**src/sv/rcti_pkg.sv**
```systemverilog
// ----------------------------------------------------------------------------
// rcti_pkg: shared types and constants for the pt1000 temperature inversion
// Word type, field widths, coefficient constants and unit request structs.
// ----------------------------------------------------------------------------
`timescale 1ns / 1ps
`default_nettype none

package rcti_pkg;

    // field widths
    localparam int RES_W  = 23;
    localparam int TEMP_W = 21;
    localparam int WORD_W = 64;
    localparam int SH_W   = 7;

    // parameter defaults
    localparam int FRAC_BITS_DEF    = 24;
    localparam int NEWTON_STEPS_DEF = 12;

    typedef logic signed [WORD_W-1:0] t_word;

    // coefficients in milliohm units
    localparam logic [WORD_W-1:0] KA      = (64'd39083 << 40) / 64'd10;
    localparam logic [WORD_W-1:0] KB      = (64'd5775 << 50) / 64'd10000;
    localparam logic [WORD_W-1:0] KC      = (64'd4183 << 51) / 64'd1000000000;
    localparam logic [WORD_W-1:0] MAG_MAX = 64'h7FFF_FFFF_FFFF_FFFF;

    // closed form constants
    localparam logic [WORD_W-1:0] CF_BASE = 64'd390830 << 12;
    localparam logic [WORD_W-1:0] CF_DIV  = 64'd473088;
    localparam logic [WORD_W-1:0] CF_D0   = 64'd152748088900;
    localparam logic [RES_W-1:0]  R0_MOHM = 23'd1000000;
    localparam logic [37:0]       CF_K    = 38'd23100;

    // multiplier request
    typedef struct packed {
        logic              start;
        t_word             a;
        t_word             b;
        logic [SH_W-1:0]   shift;
    } t_mul_req;

    // divider request
    typedef struct packed {
        logic  start;
        t_word n;
        t_word d;
    } t_div_req;

endpackage

`default_nettype wire

```
**src/sv/rcti_mul.sv**
```systemverilog
// ----------------------------------------------------------------------------
// rcti_mul: multi-cycle signed multiply with right shift
// 64x64 magnitude product built from four 32x32 partial products, then
// shifted right, truncated toward zero and saturated to 2^63-1.
// ----------------------------------------------------------------------------
`timescale 1ns / 1ps
`default_nettype none

module rcti_mul import rcti_pkg::*; (
    input  wire logic     i_clk,
    input  wire logic     i_rst_n,
    input  wire t_mul_req i_req,
    output logic          o_done,
    output t_word         o_p
);

    logic [63:0]     r_ua, r_ub;
    logic            r_neg;
    logic [SH_W-1:0] r_sh;
    logic [127:0]    r_acc;
    logic [1:0]      r_k;
    logic            r_busy, r_fin, r_done;
    t_word           r_p;

    logic [31:0]  a_half, b_half;
    logic [63:0]  pp;
    logic [127:0] pp_sh, shifted;
    logic [63:0]  rlo, rsat;

    // partial product select
    always_comb begin
        a_half = r_k[1] ? r_ua[63:32] : r_ua[31:0];
        b_half = r_k[0] ? r_ub[63:32] : r_ub[31:0];
        pp     = 64'(a_half) * 64'(b_half);
        case (r_k)
            2'd0:    pp_sh = {64'd0, pp};
            2'd3:    pp_sh = {pp, 64'd0};
            default: pp_sh = {32'd0, pp, 32'd0};
        endcase
    end

    // shift, saturate and sign
    always_comb begin
        shifted = r_acc >> r_sh;
        rlo     = (|shifted[127:64]) ? MAG_MAX : shifted[63:0];
        rsat    = rlo[63] ? MAG_MAX : rlo;
    end

    always_ff @(posedge i_clk) begin
        if (!i_rst_n) begin
            r_busy <= 1'b0;
            r_fin  <= 1'b0;
            r_done <= 1'b0;
        end else begin
            r_done <= 1'b0;
            if (i_req.start) begin
                r_ua   <= i_req.a[63] ? 64'(-i_req.a) : i_req.a;
                r_ub   <= i_req.b[63] ? 64'(-i_req.b) : i_req.b;
                r_neg  <= i_req.a[63] ^ i_req.b[63];
                r_sh   <= i_req.shift;
                r_acc  <= '0;
                r_k    <= 2'd0;
                r_busy <= 1'b1;
            end else if (r_busy) begin
                r_acc <= r_acc + pp_sh;
                r_k   <= r_k + 2'd1;
                if (r_k == 2'd3) begin
                    r_busy <= 1'b0;
                    r_fin  <= 1'b1;
                end
            end else if (r_fin) begin
                r_fin  <= 1'b0;
                r_done <= 1'b1;
                r_p    <= r_neg ? -$signed(rsat) : $signed(rsat);
            end
        end
    end

    assign o_done = r_done;
    assign o_p    = r_p;

endmodule

`default_nettype wire

```
**config.mk**
```make
export PLATFORM = sky130hd
export DESIGN_NAME = rcti_mul
export DESIGN_NICKNAME = d
export VERILOG_FILES = /design/src/sv/rcti_pkg.sv /design/src/sv/rcti_mul.sv
export SDC_FILE = /design/constraint.sdc
export NUM_CORES = 2
export LEC_CHECK = 0
export BUFFER_PORTS_ARGS = -buffer_cell sky130_fd_sc_hd__buf_4
export CAP_MARGIN = 40
export CORE_MARGIN = 2
export CORE_UTILIZATION = 30
export CTS_BUF_LIST = sky130_fd_sc_hd__clkbuf_4
export DETAILED_ROUTE_END_ITERATION = 6
export PLACE_DENSITY = 0.5
export SYNTH_ARGS = -nofsm -noshare
export SYNTH_HDL_FRONTEND = slang
export SYNTH_SLANG_ARGS = --single-unit
```
**constraint.sdc**
```tcl
create_clock -name i_clk -period 15.2 [get_ports i_clk]
set_clock_uncertainty 0.1 [all_clocks]
set_input_delay 1.52 -clock i_clk [delete_from_list [all_inputs] [get_ports i_clk]]
set_output_delay 1.52 -clock i_clk [all_outputs]
set_load 0.01 [all_outputs]
```
==> metrics <==
CTS Hold Buffers Added=0; post-synthesis sequential area ratio=0.1494; CP endpoint kind=register; critical path class=reg -> reg; Max Cap Viol=0; RSZ-0062 raised after global routing=no; drt first pass iters=6; worst setup margin=0.7914 ns; Slew @ Worst Pin=0.9418 ns; Max Clock Freq=69.40 MHz; IO buf count=202; clock transition at the registers of the reported paths=0.06 ns; Initial DRC Count=5224; Gate Count Post-Synth=7351; CTS tree=built; Critical Path Max Stage Delay=0.67 ns; first-pass GRT wire length=389000 um; Post-Place Setup Slack=0.5758 ns; WL per Instance=25.28 um; Synth Register Bits=333; Placer Congestion=0.9760; area grow syn2layout=11.08%; outcome=completed; CTS sink count=333; Die ar.=226200 um2; vias in the first global route=57610; Synth cell types=95; Die Wd=475.6 um; startpoint types=register; Root Buffer=clkbuf_4; total CTS buffers=103; commonest non-fill, non-tap cell in the layout=nor2_1; R2R Setup Slk=0.79 ns; die extent in y=475.6 um; # fillers=23170; vias per cell=5.409; global route overflow=0; Most used DFF post-synth=edfxtp_1; Hold Vio Cnt, Final=0; Tmin final=14.41 ns; Total Neg Setup Slack=0 ns; Tcrit/Tclk final=0.9479; reg2reg path depth=48; Netlist Area Pre-Place=66730 um2; Crit Path Max Fanout=18; Synth Warn #=0; Post-Syn Area per Cell=9.077 um2; type of the worst min-delay path=reg -> reg; Top-Level Pins=203; Routed WL=266400 um; drt drc=0; share of cells above drive strength 1=0.1376; Hold Crit Depth=1; Setup-failing EPs final=0; fin nets=8915; max_slew headroom=0.3655; Clock Latency Late Sink=1.32 ns; CP max stage cell=mux2i_1; CTS Buffer Depth=3; H-tree levels=3; Most Frequent Cell on Critical Path=fa_1; worst endpoint data arrival time=15.21 ns; Final ANT Viol Nets=0; post-synthesis net count=8788; FFs w/ async S/R, synth=0; CORE AREA=221700 um2; largest net degree at the start of global routing=84; hold endpoint=o_done$_SDFF_PP0_; Layout Utilization=0.3344; initial antenna violation count=7; Detailed Place HPWL=216300 um; Final Max Slew Viols=0; vias=57010; Hold Path Origin=r_busy$_SDFF_PN0_; worst r2r dst=r_acc[125]$_SDFFCE_PP0P_; launching point of the worst reg2reg path=r_k[1]$_SDFFCE_PP0P_; commonest cells after routing, fill and taps aside=929 x nor2_1, 924 x inv_1, 897 x fa_1; EDFF count, synth=330; Starting Density=0.3010; FP Rows=173; total track usage=0.2326; Req. time, crit path=16.00 ns
[flip-flops by register name, summed over array words and instances, names as in the netlist]
| register | cells |
|---|---|
| o_done | 1 |
| o_p | 64 |
| r_acc | 128 |
| r_busy | 1 |
| r_fin | 1 |
| r_k | 2 |
| r_neg | 1 |
| r_sh | 7 |
| r_ua | 64 |
| r_ub | 64 |
[critical path: cells and delay by family, from the launching register on]
kind / cells / cell delay (ns)
buf+inv: 7 / 1.18
fa+ha+maj: 10 / 4.77
simple gates: 10 / 2.57
xor+xnor: 2 / 0.23
flops: 1 / 0.59
compound gates: 18 / 3.84
mux: 1 / 0.67
[cells by family after synthesis]
kind of cell | count (synthesis) | share of synthesized area
simple gates | 2338 | 0.1516
buf+inv | 1348 | 0.07753
fa+ha+maj | 1299 | 0.3445
compound gates | 1172 | 0.1160
mux | 513 | 0.1151
xor+xnor | 348 | 0.04588
flops | 333 | 0.1494
[routing by layer]
layer	vias to the layer above	global-route usage	share of wire
li1	25050	-	-
met1	29030	0.3079	0.42
met2	2389	0.3705	0.46
met3	543	0.03508	0.069
met4	4	0.1137	0.056
met5	-	0	0.00010
[how the worst max path moves through the flow]
stage	cells past startpoint	from	slack, ns	to
final	48	r_k[1]$_SDFFCE_PP0P_	0.79	r_acc[125]$_SDFFCE_PP0P_
after global routing	46	r_k[1]$_SDFFCE_PP0P_	0.06	r_acc[119]$_SDFFCE_PP0P_
after CTS	45	r_k[0]$_SDFFCE_PP0P_	0.41	r_acc[125]$_SDFFCE_PP0P_
after detailed placement	45	r_k[0]$_SDFFCE_PP0P_	0.58	r_acc[125]$_SDFFCE_PP0P_
after global placement	46	r_k[1]$_SDFFCE_PP0P_	0.38	r_acc[119]$_SDFFCE_PP0P_
after floorplan	47	r_k[0]$_SDFFCE_PP0P_	2.53	r_acc[125]$_SDFFCE_PP0P_
[metrics by stage]
stage	instances	hold WS, ns	cell area (um2)
finish	10540	0.3724	74120
detailed placement	10340	0.3632	72640
CTS	10530	0.2751	74040
global placement	10330	0.3522	72330
global route	10540	0.3693	74110
floorplan	7351	0.3169	66730
[cell type report]
class                      instances  area, um2  area share
antenna                            7      17.52   0.0002363
clock buffer                     136       1021     0.01377
clock inverter                    50      375.4    0.005064
inverter                         930       3503     0.04727
multi-input combinational       5670      51950      0.7009
sequential                       333       9970      0.1345
tap                             2975       3722     0.05022
timing repair buffer             440       3558     0.04801
[repair_timing]
item	in CTS	in global routing
hold endpoints to repair	0	0
gates resized for setup	0	4
setup buffers	0	5
setup endpoints to repair	0	5
[synthesized netlist by cell type, types with 28 or more instances]
library cell  instances  area, um2
a21o_1              130      975.9
buf_2                34      170.2
ha_1                402       5030
inv_1               927       3480
nor2b_1              37      231.5
and2_1               73      456.7
nand2_1             855       3209
clkbuf_1            324       1216
nand2b_1             54      337.8
mux2i_1             182       1822
o21a_1               31      232.7
or3_1                38      237.7
fa_1                897      17960
xnor2_1             255       2233
buf_1                47      176.4
a31oi_1              41      256.5
a22o_1               61      534.3
mux4_2              189       4257
nor2_1              931       3495
nor3_1               81      405.4
o21bai_1             38      285.3
a211oi_1             28      210.2
nand4_1              66      412.9
a21oi_1             276       1381
o31ai_1              58      435.4
edfxtp_1            330       9910
xor2_1               92      805.8
mux2_2              140       1577
o21ai_0             266       1331
nand3_1              69      345.3
and3_1               28      175.2
Power is left out: the tool's default activity adds up to more than one toggle a clock period on the data nets, which glitch-free logic cannot reach.
