==> src/sv/rcti_pkg.sv <==
// ----------------------------------------------------------------------------
// rcti_pkg: shared types and constants for the pt1000 temperature inversion
// Word type, field widths, coefficient constants and unit request structs.
// ----------------------------------------------------------------------------
`timescale 1ns / 1ps
`default_nettype none

package rcti_pkg;

    // field widths
    localparam int RES_W  = 23;
    localparam int TEMP_W = 21;
    localparam int WORD_W = 64;
    localparam int SH_W   = 7;

    // parameter defaults
    localparam int FRAC_BITS_DEF    = 24;
    localparam int NEWTON_STEPS_DEF = 12;

    typedef logic signed [WORD_W-1:0] t_word;

    // coefficients in milliohm units
    localparam logic [WORD_W-1:0] KA      = (64'd39083 << 40) / 64'd10;
    localparam logic [WORD_W-1:0] KB      = (64'd5775 << 50) / 64'd10000;
    localparam logic [WORD_W-1:0] KC      = (64'd4183 << 51) / 64'd1000000000;
    localparam logic [WORD_W-1:0] MAG_MAX = 64'h7FFF_FFFF_FFFF_FFFF;

    // closed form constants
    localparam logic [WORD_W-1:0] CF_BASE = 64'd390830 << 12;
    localparam logic [WORD_W-1:0] CF_DIV  = 64'd473088;
    localparam logic [WORD_W-1:0] CF_D0   = 64'd152748088900;
    localparam logic [RES_W-1:0]  R0_MOHM = 23'd1000000;
    localparam logic [37:0]       CF_K    = 38'd23100;

    // multiplier request
    typedef struct packed {
        logic              start;
        t_word             a;
        t_word             b;
        logic [SH_W-1:0]   shift;
    } t_mul_req;

    // divider request
    typedef struct packed {
        logic  start;
        t_word n;
        t_word d;
    } t_div_req;

endpackage

`default_nettype wire

==> src/sv/rcti_div.sv <==
// ----------------------------------------------------------------------------
// rcti_div: bit-serial fractional divider
// Restoring division of |n|*2^FRAC_BITS by |d|, one quotient bit a cycle,
// low 64 quotient bits kept, saturated and signed.
// ----------------------------------------------------------------------------
`timescale 1ns / 1ps
`default_nettype none

module rcti_div import rcti_pkg::*; #(
    parameter int FRAC_BITS = FRAC_BITS_DEF
) (
    input  wire logic     i_clk,
    input  wire logic     i_rst_n,
    input  wire t_div_req i_req,
    output logic          o_done,
    output t_word         o_q
);

    localparam int NB = WORD_W + FRAC_BITS;
    localparam int CW = $clog2(NB + 1);

    logic [NB-1:0] r_num;
    logic [63:0]   r_rem, r_ud, r_q;
    logic [CW-1:0] r_cnt;
    logic          r_busy, r_fin, r_done, r_neg;
    t_word         r_res;

    logic [64:0] trial;
    logic        ge;
    logic [63:0] qsat;

    // one restoring step
    always_comb begin
        trial = {r_rem, r_num[NB-1]};
        ge    = trial >= {1'b0, r_ud};
        qsat  = r_q[63] ? MAG_MAX : r_q;
    end

    always_ff @(posedge i_clk) begin
        if (!i_rst_n) begin
            r_busy <= 1'b0;
            r_fin  <= 1'b0;
            r_done <= 1'b0;
        end else begin
            r_done <= 1'b0;
            if (i_req.start) begin
                r_num  <= {(i_req.n[63] ? 64'(-i_req.n) : 64'(i_req.n)),
                           {FRAC_BITS{1'b0}}};
                r_ud   <= i_req.d[63] ? 64'(-i_req.d) : i_req.d;
                r_neg  <= i_req.n[63] ^ i_req.d[63];
                r_rem  <= '0;
                r_q    <= '0;
                r_cnt  <= '0;
                r_busy <= 1'b1;
            end else if (r_busy) begin
                r_rem <= ge ? 64'(trial - {1'b0, r_ud}) : trial[63:0];
                r_q   <= {r_q[62:0], ge};
                r_num <= r_num << 1;
                r_cnt <= r_cnt + 1'b1;
                if (r_cnt == CW'(NB - 1)) begin
                    r_busy <= 1'b0;
                    r_fin  <= 1'b1;
                end
            end else if (r_fin) begin
                r_fin  <= 1'b0;
                r_done <= 1'b1;
                r_res  <= r_neg ? -$signed(qsat) : $signed(qsat);
            end
        end
    end

    assign o_done = r_done;
    assign o_q    = r_res;

endmodule

`default_nettype wire

==> config.mk <==
export PLATFORM = sky130hd
export DESIGN_NAME = rcti_div
export DESIGN_NICKNAME = d
export VERILOG_FILES = /design/src/sv/rcti_pkg.sv /design/src/sv/rcti_div.sv
export SDC_FILE = /design/constraint.sdc
export NUM_CORES = 1
export LEC_CHECK = 0
export BUFFER_PORTS_ARGS = -buffer_cell sky130_fd_sc_hd__buf_2
export CORE_ASPECT_RATIO = 0.6
export CORE_MARGIN = 5
export CORE_UTILIZATION = 35
export DETAILED_ROUTE_END_ITERATION = 8
export HOLD_SLACK_MARGIN = 0.05
export PLACE_DENSITY_LB_ADDON = 0.12
export SLEW_MARGIN = 20
export SYNTH_ARGS = -nofsm -noshare
export SYNTH_HDL_FRONTEND = slang
export SYNTH_SLANG_ARGS = --single-unit
==> constraint.sdc <==
create_clock -name i_clk -period 15.9 [get_ports i_clk]
set_input_delay 0 -clock i_clk [delete_from_list [all_inputs] [get_ports i_clk]]
set_output_delay 0 -clock i_clk [all_outputs]
set_load 0.1 [all_outputs]
==> summary.md, run 1 <==
| Metric | Value |
|---|---|
| Outcome | finished clean |
| Sw power | 767 uW |
| Fin crit share | 0.299 |
| CP startpoint kind | flip-flop |
| CTS resizes | 0 |
| Vias in the first global route | 17246 |
| Synthesized area | 21000 um2 |
| RSZ-0062 raised after global routing | no |
| FFs w/ async S/R, synth | 0 |
| DR vias/cell | 5.38 |
| Post-synthesis sequential area ratio | 0.472 |
| Comb power frac | 0.236 |
| Switching Fraction | 0.298 |
| DRC | 0 |
| Sequential cell area | 9910 um2 |
| Core area | 59300 um2 |
| Placed Instance Area | 22700 um2 |
| Reg2Reg Launch Point | r_rem[44] |
| Mapped Avg Cell Area | 9.61 um2 |
| DP HPWL | 43.7 mm |
| Hold Violations, Final | 0 |
| Syn Inst Count | 2185 |
| Worst Setup SP | r_rem[44] |
| VDD IR max | 0.0000844 V |
| Design area | 25800 um2 |
| Routability-driven placement congestion ratio | 0.907 |
| Starting density of the core | 0.354 |
| Critical setup path kind | flip-flop to flip-flop |
| Yosys cell types | 80 |
| Most frequent cells in the layout | edfxtp_1 (328), nand2_1 (212), nor2_1 (209), a21oi_1 (202), buf_2 (194) |
| Drt wl/cell | 19.0 um |
| CP Max Fanout | 66 |
| CTS Root Cell | clkbuf_16 |
| Sequential Power Share | 0.416 |
| CTS Sinks | 331 |
| Cell Rows | 69 |
| Hold Slack | 0.226 ns |
| FILL cells | 5686 |
| CTS Buf Count | 37 |
| Crit path capture type | flip-flop |
| Initial antenna violation count | 1 |
| Synth Warn # | 0 |
| CTS Hold Buffers Added | 183 |
| Required @ worst endpoint | 16.33 ns |
| Vias post-DR | 17839 |
| First-pass iteration count of the detailed router | 5 |
| Worst slew margin | 0.265 |
| Post-CTS Setup Inserts | 0 |
| DIE AREA | 65200 um2 |
| TritonCTS clock tree | yes |
| Number of inserted diodes | 0 |
| Skew final | 0.0202 ns |
| P_int | 1.81 mW |
| Area Overhead vs Synth | 22.7% |
| LEAKAGE | 9.68 nW |
| GRT Total Usage | 0.188 |
| Multi-input logic area | 10300 um2 |
| CTS clk-pin slew, worst paths | 0.06 ns |
| Final setup vio count | 0 |
| Worst Tran Pin Value | 1.10 ns |
| Max-slew violation count | 0 |
| Layout cells sized above 1 | 0.125 |
| FF-to-FF End | r_rem[59] |
| Worst hold path depth | 2 |
| Power Density | 100 nW/um2 |
| I/O pins | 196 |
| Port Buffers | 195 |
| Nets | 2710 |
| Die W | 326 um |
| First-pass GRT wire length | 98.9 mm |
| Post-route ant nets | 0 |
| Worst min path class | input port to flip-flop |
| Post-synth EDFFs | 328 |
| 1st-iter DRT viols | 1467 |
| Worst reg2reg setup slack | 11.15 ns |
| Commonest non-fill, non-tap cell in the layout | edfxtp_1 |
| Clock insertion delay at the later pin of the skew report | 0.55 ns |
| Die Height | 200 um |
| CP arrival | 5.18 ns |
| Setup slack at placement | 11.28 ns |
| Worst setup slack after layout | 11.15 ns |
| Largest net degree at the start of global routing | 222 |
| Synth Register Bits | 331 |
| Achievable Freq | 210 MHz |
| FF-to-FF path depth | 12 |
| Prevailing post-synth register cell | edfxtp_1 |
| GR Overflow Total | 0 |
| # Max-Cap Violations | 0 |
| Final WL | 63.1 mm |
| Fin crit period | 4.75 ns |
| Clock Tree Buf Depth | 3 |
| H-tree depth | 2 |
| Clock group share of total power | 0.349 |
| Setup tns final | 0 ns |
| Crit path to | r_rem[59] |
| Synthesized Nets | 2385 |
[per-layer routing]
layer  vias to the layer above  global-route usage  share of wire
met5                         -                   0        0.00021
met3                        68              0.0439          0.070
met2                       528               0.263           0.40
met1                      8571               0.297           0.52
li1                       8670                   -              -
met4                         2              0.0328          0.013
[critical path: stages, from the launching register on]
cell	delay, ns
edfxtp_1	0.45
ha_1	0.46
nand4_1	0.22
nor3_1	0.49
and2_1	0.22
nand4_1	0.22
o41ai_1	0.65
a211o_1	0.27
or2_2	0.18
buf_4	0.64
nand2_1	0.30
inv_1	0.29
a31o_2	0.19
[metrics by stage]
step | utilization | power [mW] | cells
final | 0.434 | 2.57 | 3317
after global routing | 0.434 | 2.71 | 3317
after CTS | 0.434 | 2.60 | 3317
after detailed placement | 0.383 | 1.64 | 3069
after global placement | 0.383 | 1.63 | 3069
after floorplan | - | 1.47 | 2185
[flip-flops by register name, indices dropped and copies added, names as in the netlist]
signal,flops
o_done,1
o_q,64
r_busy,1
r_cnt,7
r_fin,1
r_neg,1
r_num,64
r_q,64
r_rem,64
r_ud,64
[power by group through the flow]
stage	clock [mW]	sequential, mW	combinational (mW)
floorplan	0	1.08	0.394
global placement	0	1.09	0.547
detailed placement	0	1.09	0.550
CTS	0.930	1.07	0.598
global route	0.965	1.08	0.672
finish	0.898	1.07	0.606
[synth_stat cells, types with 36 or more instances]
cell	number	area, um2
ha_1	68	851
nor2_1	210	788
nand3_1	43	215
nor3_1	42	210
o31ai_1	37	278
clkbuf_1	97	364
a21oi_1	202	1010
a21o_1	36	270
or3_1	49	307
inv_1	100	375
edfxtp_1	328	9850
nor2b_1	72	450
nand2_1	212	796
o21ai_0	119	596
xor2_1	111	972
xnor2_1	88	771
[how the worst min path moves through the flow]
stage,start,to,slack [ns]
2_1_floorplan,i_req[0],r_ud[0],0.1
3_3_place_gp,i_req[0],r_ud[0],0.24
5_1_grt,i_req[0],r_ud[0],0.22
6_report,i_req[0],r_ud[0],0.23
3_5_place_dp,i_req[0],r_ud[0],0.24
4_1_cts,i_req[0],r_ud[0],0.18
[final cells by class]
| cell class | count | area share |
|---|---|---|
| clock buffer | 44 | 0.0370 |
| clock inverter | 21 | 0.0102 |
| sequential | 331 | 0.385 |
| timing repair buffer | 392 | 0.114 |
| multi-input combinational | 1647 | 0.401 |
| inverter | 101 | 0.0150 |
| tap | 781 | 0.0379 |
[cells by family after synthesis]
| family | share of synthesized area |
|---|---|
| AND/OR/NAND/NOR | 0.192 |
| AO/OA/AOI/OAI | 0.170 |
| flip-flops | 0.472 |
| buffers and inverters | 0.0371 |
| XOR/XNOR | 0.0830 |
| adder cells (fa/ha/maj) | 0.0415 |
| multiplexers | 0.00489 |
No activity file was read; power rests on OpenSTA's default activity.
==> run 2: changes to the inputs <==
Settings changed: ABC_AREA set to 1.
Clock period 15.9 ns to 4.9 ns, I/O delays scaled along.
==> summary.md, run 2 <==
| Metric | Value |
|---|---|
| Most common cell in the netlist | nand2_1 (was edfxtp_1) |
| Drt wl/cell | 19.1 um (was 19.0 um) |
| First-pass GRT wire length | 147 mm (was 98.9 mm) |
| Clock insertion delay at the later pin of the skew report | 0.60 ns (was 0.55 ns) |
| LEAKAGE | 14.8 nW (was 9.68 nW) |
| Post-synth EDFFs | 328 (unchanged) |
| Post-route ant nets | 0 (unchanged) |
| Synthesized area | 26000 um2 (was 21000 um2) |
| Total Power | 9.17 mW (was 2.57 mW) |
| Port Buffers | 195 (unchanged) |
| Delay of the slowest critical-path stage | 0.59 ns (was 0.65 ns) |
| Hold Slack | 0.0935 ns (was 0.226 ns) |
| CTS resizes | 0 (unchanged) |
| VDD IR max | 0.000226 V (was 0.0000844 V) |
| Synthesized Nets | 4012 (was 2385) |
| Routability-driven placement congestion ratio | 0.981 (was 0.907) |
| Final setup vio count | 0 (unchanged) |
| CTS clk-pin slew, worst paths | 0.06 ns (about the same) |
| Worst min path class | input port to flip-flop (unchanged) |
| H-tree depth | 2 (unchanged) |
| CP arrival | 3.81 ns (was 5.18 ns) |
| Core area | 73600 um2 (was 59300 um2) |
| Worst Tran Pin Value | 0.862 ns (was 1.10 ns) |
| Most frequent cells in the layout | nand2_1 (1210), inv_1 (684), nor2_1 (564), edfxtp_1 (328), buf_2 (194) (was edfxtp_1 (328), nand2_1 (212), nor2_1 (209), a21oi_1 (202), buf_2 (194)) |
| Ranking of synthesized cells by area | edfxtp_1 (38%), nand2_1 (17%), inv_1 (9.9%) (was edfxtp_1 (47%), a21oi_1 (4.8%), xor2_1 (4.6%)) |
| GR Overflow Total | 0 (unchanged) |
| Setup slack at placement | 1.82 ns (was 11.28 ns) |
| Hold Violations, Final | 0 (unchanged) |
| Yosys cell types | 49 (was 80) |
| Fin crit period | 3.36 ns |
| DIE AREA | 79900 um2 (was 65200 um2) |
| GRT Total Usage | 0.240 (was 0.188) |
| Fin crit share | 0.686 |
| Worst setup slack after layout | 1.54 ns (was 11.15 ns) |
| CTS Buf Count | 37 (unchanged) |
| Synth top area share | 0.380 (was 0.469) |
| First-pass iteration count of the detailed router | 5 (unchanged) |
| Outcome | finished clean (unchanged) |
| Core Util, Final | 0.419 (was 0.434) |
| CP Max Fanout | 5 (was 66) |
| Setup tns final | 0 ns (unchanged) |
| Power Density | 297 nW/um2 (was 100 nW/um2) |
| Layout cells sized above 1 | 0.0931 (was 0.125) |
| Die Height | 221 um (was 200 um) |
| CP startpoint kind | input port (was flip-flop) |
| Commonest non-fill, non-tap cell in the layout | nand2_1 (was edfxtp_1) |
| Cell Rows | 77 (was 69) |
| Final WL | 98.3 mm (was 63.1 mm) |
| Max-slew violation count | 0 (unchanged) |
| Area Overhead vs Synth | 18.9% (was 22.7%) |
| Clock Tree Buf Depth | 3 (unchanged) |
| Largest net degree at the start of global routing | 74 (was 222) |
| # Max-Cap Violations | 0 (unchanged) |
| Achievable Freq | 297 MHz |
| Crit path capture type | flip-flop (unchanged) |
| Starting density of the core | 0.353 (was 0.354) |
| Worst slew margin | 0.425 (was 0.265) |
| Syn Inst Count | 3812 (was 2185) |
| FFs w/ async S/R, synth | 0 (unchanged) |
| I/O pins | 196 (unchanged) |
| Synth Register Bits | 331 (unchanged) |
| Required @ worst endpoint | 5.35 ns (was 16.33 ns) |
| Slowest CP cell | dlygate4sd3_1 (was o41ai_1) |
| Critical setup path kind | input port to flip-flop (was flip-flop to flip-flop) |
| Die W | 362 um (was 326 um) |
| Area leader, netlist | edfxtp_1 (unchanged) |
| DRC | 0 (unchanged) |
| Synth Warn # | 0 (unchanged) |
| Post-synthesis sequential area ratio | 0.382 (was 0.472) |
| Worst path cell trace | dlygate4sd3_1 -> buf_2 -> inv_1 -> nand2_1 -> nor2_1 -> nand3_1 -> nor2_2 -> nand2_1 -> nor2_1 -> nand4_1 -> nand2_1 -> o211ai_1 -> dlygate4sd3_1 -> nand2_1 -> dlygate4sd3_1 (was ha_1 -> nand4_1 -> nor3_1 -> and2_1 -> nand4_1 -> o41ai_1 -> a211o_1 -> or2_2 -> buf_4 -> nand2_1 -> inv_1 -> a31o_2) |
| Post-CTS Setup Inserts | 0 (unchanged) |
| Nets | 4342 (was 2710) |
| DR vias/cell | 4.92 (was 5.38) |
| DP HPWL | 77.9 mm (was 43.7 mm) |
| Most frequent CP cell | nand2_1 (was nand4_1) |
| 1st-iter DRT viols | 2912 (was 1467) |
| CTS Sinks | 331 (unchanged) |
| Initial antenna violation count | 3 (was 1) |
| TritonCTS clock tree | yes (unchanged) |
| RSZ-0062 raised after global routing | no (unchanged) |
| Vias in the first global route | 22957 (was 17246) |
| Skew final | 0.0355 ns (was 0.0202 ns) |
| Mapped Avg Cell Area | 6.81 um2 (was 9.61 um2) |
| Vias post-DR | 25378 (was 17839) |
| CTS Root Cell | clkbuf_16 (unchanged) |
| Prevailing post-synth register cell | edfxtp_1 (unchanged) |
| Commonest cells post-synth | nand2_1 (1210), inv_1 (686), nor2_1 (566), edfxtp_1 (328), nand3_1 (182) (was edfxtp_1 (328), nand2_1 (212), nor2_1 (210), a21oi_1 (202), o21ai_0 (119)) |
-- run 2: cell count changes after synthesis, sizes merged, moves of 36 or more --
cell    previous run  this run
nand2            212      1226
nor2             210       622
nor2b             72         0
nand3             43       183
a21oi            202        58
or3               55         0
o31ai             40         4
nand3b             7        59
clkbuf            97        48
xnor2             88        27
inv              100       699
-- run 2: repair_timing --
| action | in CTS | in global routing |
|---|---|---|
| setup endpoints to repair | 0 | 0 |
| hold buffers | 151 | 0 |
| hold endpoints to repair | 153 | 0 |
-- run 2: stage by stage --
step                      area (um2)  cells
after global routing           30900   5158
after floorplan                26000   3812
after detailed placement       28000   4939
final                          30900   5159
after global placement         28000   4939
after CTS                      30900   5156
-- run 2: cell type report --
| type | count | area, um2 |
|---|---|---|
| inverter | 706 | 2660 |
| antenna | 3 | 7.51 |
| tap | 987 | 1230 |
| fill | 7915 | 42700 |
| clock inverter | 24 | 359 |
| sequential | 331 | 9910 |
| timing repair buffer | 372 | 2740 |
| multi-input combinational | 2694 | 13000 |
| clock buffer | 42 | 966 |
-- run 2: report_power, final --
group	internal (mW)	switching, mW
clock	1.86	1.33
sequential	3.36	0.0843
combinational	0.802	1.73
total	6.02	3.15
-- run 2: critical path, delay by kind of cell --
family	cells	cell delay, ns
AND/OR/NAND/NOR	9	1.79
buffers and inverters	5	1.92
AO/OA/AOI/OAI	1	0.11
-- run 2: final timing paths --
check / from / end / slack, ns / depth (start not counted)
max: i_req[4] / r_ud[55] / 1.54 / 15
min reg2reg: r_busy / r_fin / 0.46 / 2
max reg2reg: r_q[63] / o_q[53] / 1.63 / 12
min: i_req[127] / r_num[63] / 0.09 / 3
-- run 2: kinds of logic (layout without fill, tap and decap cells) --
family                     count (synthesis)  after routing  share of synthesized area
and+or+nand+nor                         2258           2258                      0.368
buffers and inverters                    787           1144                      0.118
DFF                                      331            331                      0.382
AOI/OAI and AO/OA                        196            196                     0.0409
xor gates and xnor gates                 171            171                     0.0577
adders and majority gates                 69             69                     0.0336
other                                      0              3                          0
-- run 2: layer usage --
metal | up-vias | share of wire | GRT usage
li1 | 12546 | - | -
met4 | 2 | 0.013 | 0.0378
met5 | - | 0.000071 | 0
met2 | 1032 | 0.34 | 0.289
met3 | 73 | 0.11 | 0.0671
met1 | 11725 | 0.53 | 0.408
==> run 3: changes to the inputs <==
Settings changed: ABC_AREA 1 to 0.
Clock period 4.9 ns to 2.75 ns, I/O delays scaled along.
==> summary.md, run 3 (same netlist as run 1, synthesis figures left out) <==
| Metric | Value |
|---|---|
| Worst reg2reg setup slack | -0.52 ns (was 1.63 ns) |
| TritonCTS clock tree | yes (unchanged) |
| Most frequent cells in the layout | buf_4 (481), edfxtp_1 (328), nor2_1 (193), buf_2 (192), nand2_1 (175) (was nand2_1 (1210), inv_1 (684), nor2_1 (564), edfxtp_1 (328), buf_2 (194)) |
| M2 GR Usage | 0.313 (was 0.289) |
| Initial antenna violation count | 0 (was 3) |
| Slowest CP cell | edfxtp_1 (was dlygate4sd3_1) |
| DIE AREA | 65200 um2 (was 79900 um2) |
| M1 GR Usage | 0.326 (was 0.408) |
| Nets | 3196 (was 4342) |
| Worst Setup SP | r_rem[34] (was i_req[4]) |
| Largest net degree at the start of global routing | 113 (was 74) |
| Worst slew margin | 0.415 (was 0.425) |
| VDD IR max | 0.000346 V (was 0.000226 V) |
| Starting density of the core | 0.354 (was 0.353) |
| Hold Crit Endpoint | r_ud[37] (was r_num[63]) |
| Clock Tree Buf Depth | 3 (unchanged) |
| Post-route ant nets | 0 (unchanged) |
| Cell Rows | 69 (was 77) |
| CTS Root Cell | clkbuf_16 (unchanged) |
| DR vias/cell | 5.25 (was 4.92) |
| Reg2Reg Launch Point | r_rem[34] (was r_q[63]) |
| Worst setup slack after layout | -0.520 ns (was 1.54 ns) |
| Final setup vio count | 104 (was 0) |
| CP arrival | 3.54 ns (was 3.81 ns) |
| Worst Tran Pin Value | 0.877 ns (was 0.862 ns) |
| Worst path cell trace | ha_4 -> nand4_1 -> or3_4 -> or3_4 -> a31o_4 -> a311oi_4 -> buf_4 -> or2_4 -> buf_4 -> buf_6 -> buf_12 -> a211oi_2 (was dlygate4sd3_1 -> buf_2 -> inv_1 -> nand2_1 -> nor2_1 -> nand3_1 -> nor2_2 -> nand2_1 -> nor2_1 -> nand4_1 -> nand2_1 -> o211ai_1 -> dlygate4sd3_1 -> nand2_1 -> dlygate4sd3_1) |
| Fin crit share | 1.19 |
| Vias post-DR | 19990 (was 25378) |
| Clock insertion delay at the later pin of the skew report | 0.55 ns (was 0.60 ns) |
| Layout cells sized above 1 | 0.374 (was 0.0931) |
| Crit path capture type | flip-flop (unchanged) |
| CTS Buf Count | 36 (was 37) |
| Skew final | 0.0211 ns (was 0.0355 ns) |
| Required @ worst endpoint | 3.02 ns (was 5.35 ns) |
| DP Cell Count | 3510 (was 4939) |
| Area Overhead vs Synth | 50.5% (was 18.9%) |
| Routability-driven placement congestion ratio | 0.929 (was 0.981) |
| GR Overflow Total | 0 (unchanged) |
| 1st-iter DRT viols | 1670 (was 2912) |
| Port Buffers | 195 (unchanged) |
| Fin crit period | 3.27 ns |
| Setup slack at placement | -0.737 ns (was 1.82 ns) |
| Worst Path Buf+Inv | 4 (was 5) |
| Outcome | finished, violations left (was finished clean) |
| GRT Total Usage | 0.212 (was 0.240) |
| Gr busiest metal | met1 (unchanged) |
| Die Height | 200 um (was 221 um) |
| Critical setup path kind | flip-flop to flip-flop (was input port to flip-flop) |
| DRC | 0 (unchanged) |
| DP HPWL | 50.3 mm (was 77.9 mm) |
| CP Max Fanout | 8 (was 5) |
| Worst min path class | input port to flip-flop (unchanged) |
| Cell family with most CP delay | simple AND/OR/NAND/NOR gates (was buffers and inverters) |
| Vias in the first global route | 19835 (was 22957) |
| FF-to-FF path depth | 12 (unchanged) |
| CTS clk-pin slew, worst paths | 0.07 ns (was 0.06 ns) |
| LEAKAGE | 12.6 nW (was 14.8 nW) |
| CTS Sinks | 331 (unchanged) |
| Power Density | 527 nW/um2 (was 297 nW/um2) |
| H-tree depth | 2 (unchanged) |
| First-pass GRT wire length | 111 mm (was 147 mm) |
| Failing checks | setup timing |
| Worst hold path depth | 5 (was 3) |
| Commonest non-fill, non-tap cell in the layout | buf_4 (was nand2_1) |
| Finished Layout Cells | 3805 (was 5159) |
| CP startpoint kind | flip-flop (was input port) |
| First-pass iteration count of the detailed router | 5 (unchanged) |
| FF-to-FF End | r_rem[36] (was o_q[53]) |
| I/O pins | 196 (unchanged) |
| FILL cells | 5303 (was 7915) |
| Max-slew violation count | 0 (unchanged) |
| Placed Instance Area | 26500 um2 (was 28000 um2) |
| Hold Violations, Final | 0 (unchanged) |
| # Max-Cap Violations | 0 (unchanged) |
| Design area | 31600 um2 (was 30900 um2) |
| Achievable Freq | 306 MHz |
| M3 GR Usage | 0.0417 (was 0.0671) |
| Drt wl/cell | 18.9 um (was 19.1 um) |
| Delay of the slowest critical-path stage | 0.43 ns (was 0.59 ns) |
| Die W | 326 um (was 362 um) |
| Worst Min Path Start | i_req[30] (was i_req[127]) |
| Final WL | 72.0 mm (was 98.3 mm) |
| Total Power | 16.7 mW (was 9.17 mW) |
| Core area | 59300 um2 (was 73600 um2) |
| RSZ-0062 raised after global routing | yes (was no) |
run 3: power by group:
| part | internal, mW | switching, mW | total (mW) |
|---|---|---|---|
| sequential | 6.01 | 0.181 | 6.19 |
| clock | 2.98 | 2.12 | 5.10 |
| combinational | 2.57 | 2.81 | 5.37 |
run 3: per-stage QoR:
step                      hold WS (ns)   util  TNS, ns
after global placement           0.297  0.447   -62.35
after detailed placement         0.296  0.447   -60.84
after global routing             0.100  0.533   -50.05
final                            0.103  0.533   -39.62
after floorplan                 0.0989      -  -296.47
after CTS                       0.0629  0.517   -33.60
run 3: worst max path at each step:
stage,endpoint,slack [ns],depth (start not counted)
floorplan,r_cnt[0],-1.10,2
global placement,r_rem[59],-0.77,12
detailed placement,r_rem[59],-0.74,11
CTS,r_rem[59],-0.46,11
global route,o_q[50],-0.62,13
finish,r_rem[36],-0.52,12
run 3: repair_timing:
| action | in CTS | in global routing |
|---|---|---|
| buffers inserted | 49 | 38 |
| pin swaps | 72 | 100 |
| hold buffers | 153 | 1 |
| endpoints found under the hold margin | 138 | 1 |
| gates resized for setup | 198 | 175 |
| setup endpoints to repair | 111 | 131 |
| cloned | 7 | 1 |
run 3: worst register-to-register path, delay by kind of cell (launching register included):
family                     cells  cell delay [ns]
buffers and inverters          4             0.57
adders and majority gates      1             0.30
AOI/OAI and AO/OA              3             0.56
DFF                            1             0.43
and+or+nand+nor                4             1.13
run 3: cell type report:
cell class | count | area, um2 | share of cell area
clock inverter | 18 | 221 | 0.00701
clock buffer | 47 | 973 | 0.0308
inverter | 101 | 388 | 0.0123
timing repair buffer | 877 | 6850 | 0.217
sequential | 331 | 9910 | 0.314
multi-input combinational | 1649 | 12300 | 0.389
antenna | 1 | 2.50 | 0.0000792
tap | 781 | 977 | 0.0309
run 3: routing by layer:
metal	routed length, um	vias to the layer above
met3	4760	107
li1	-	9654
met5	0	-
met4	1280	0
met2	29700	561
met1	36200	9668
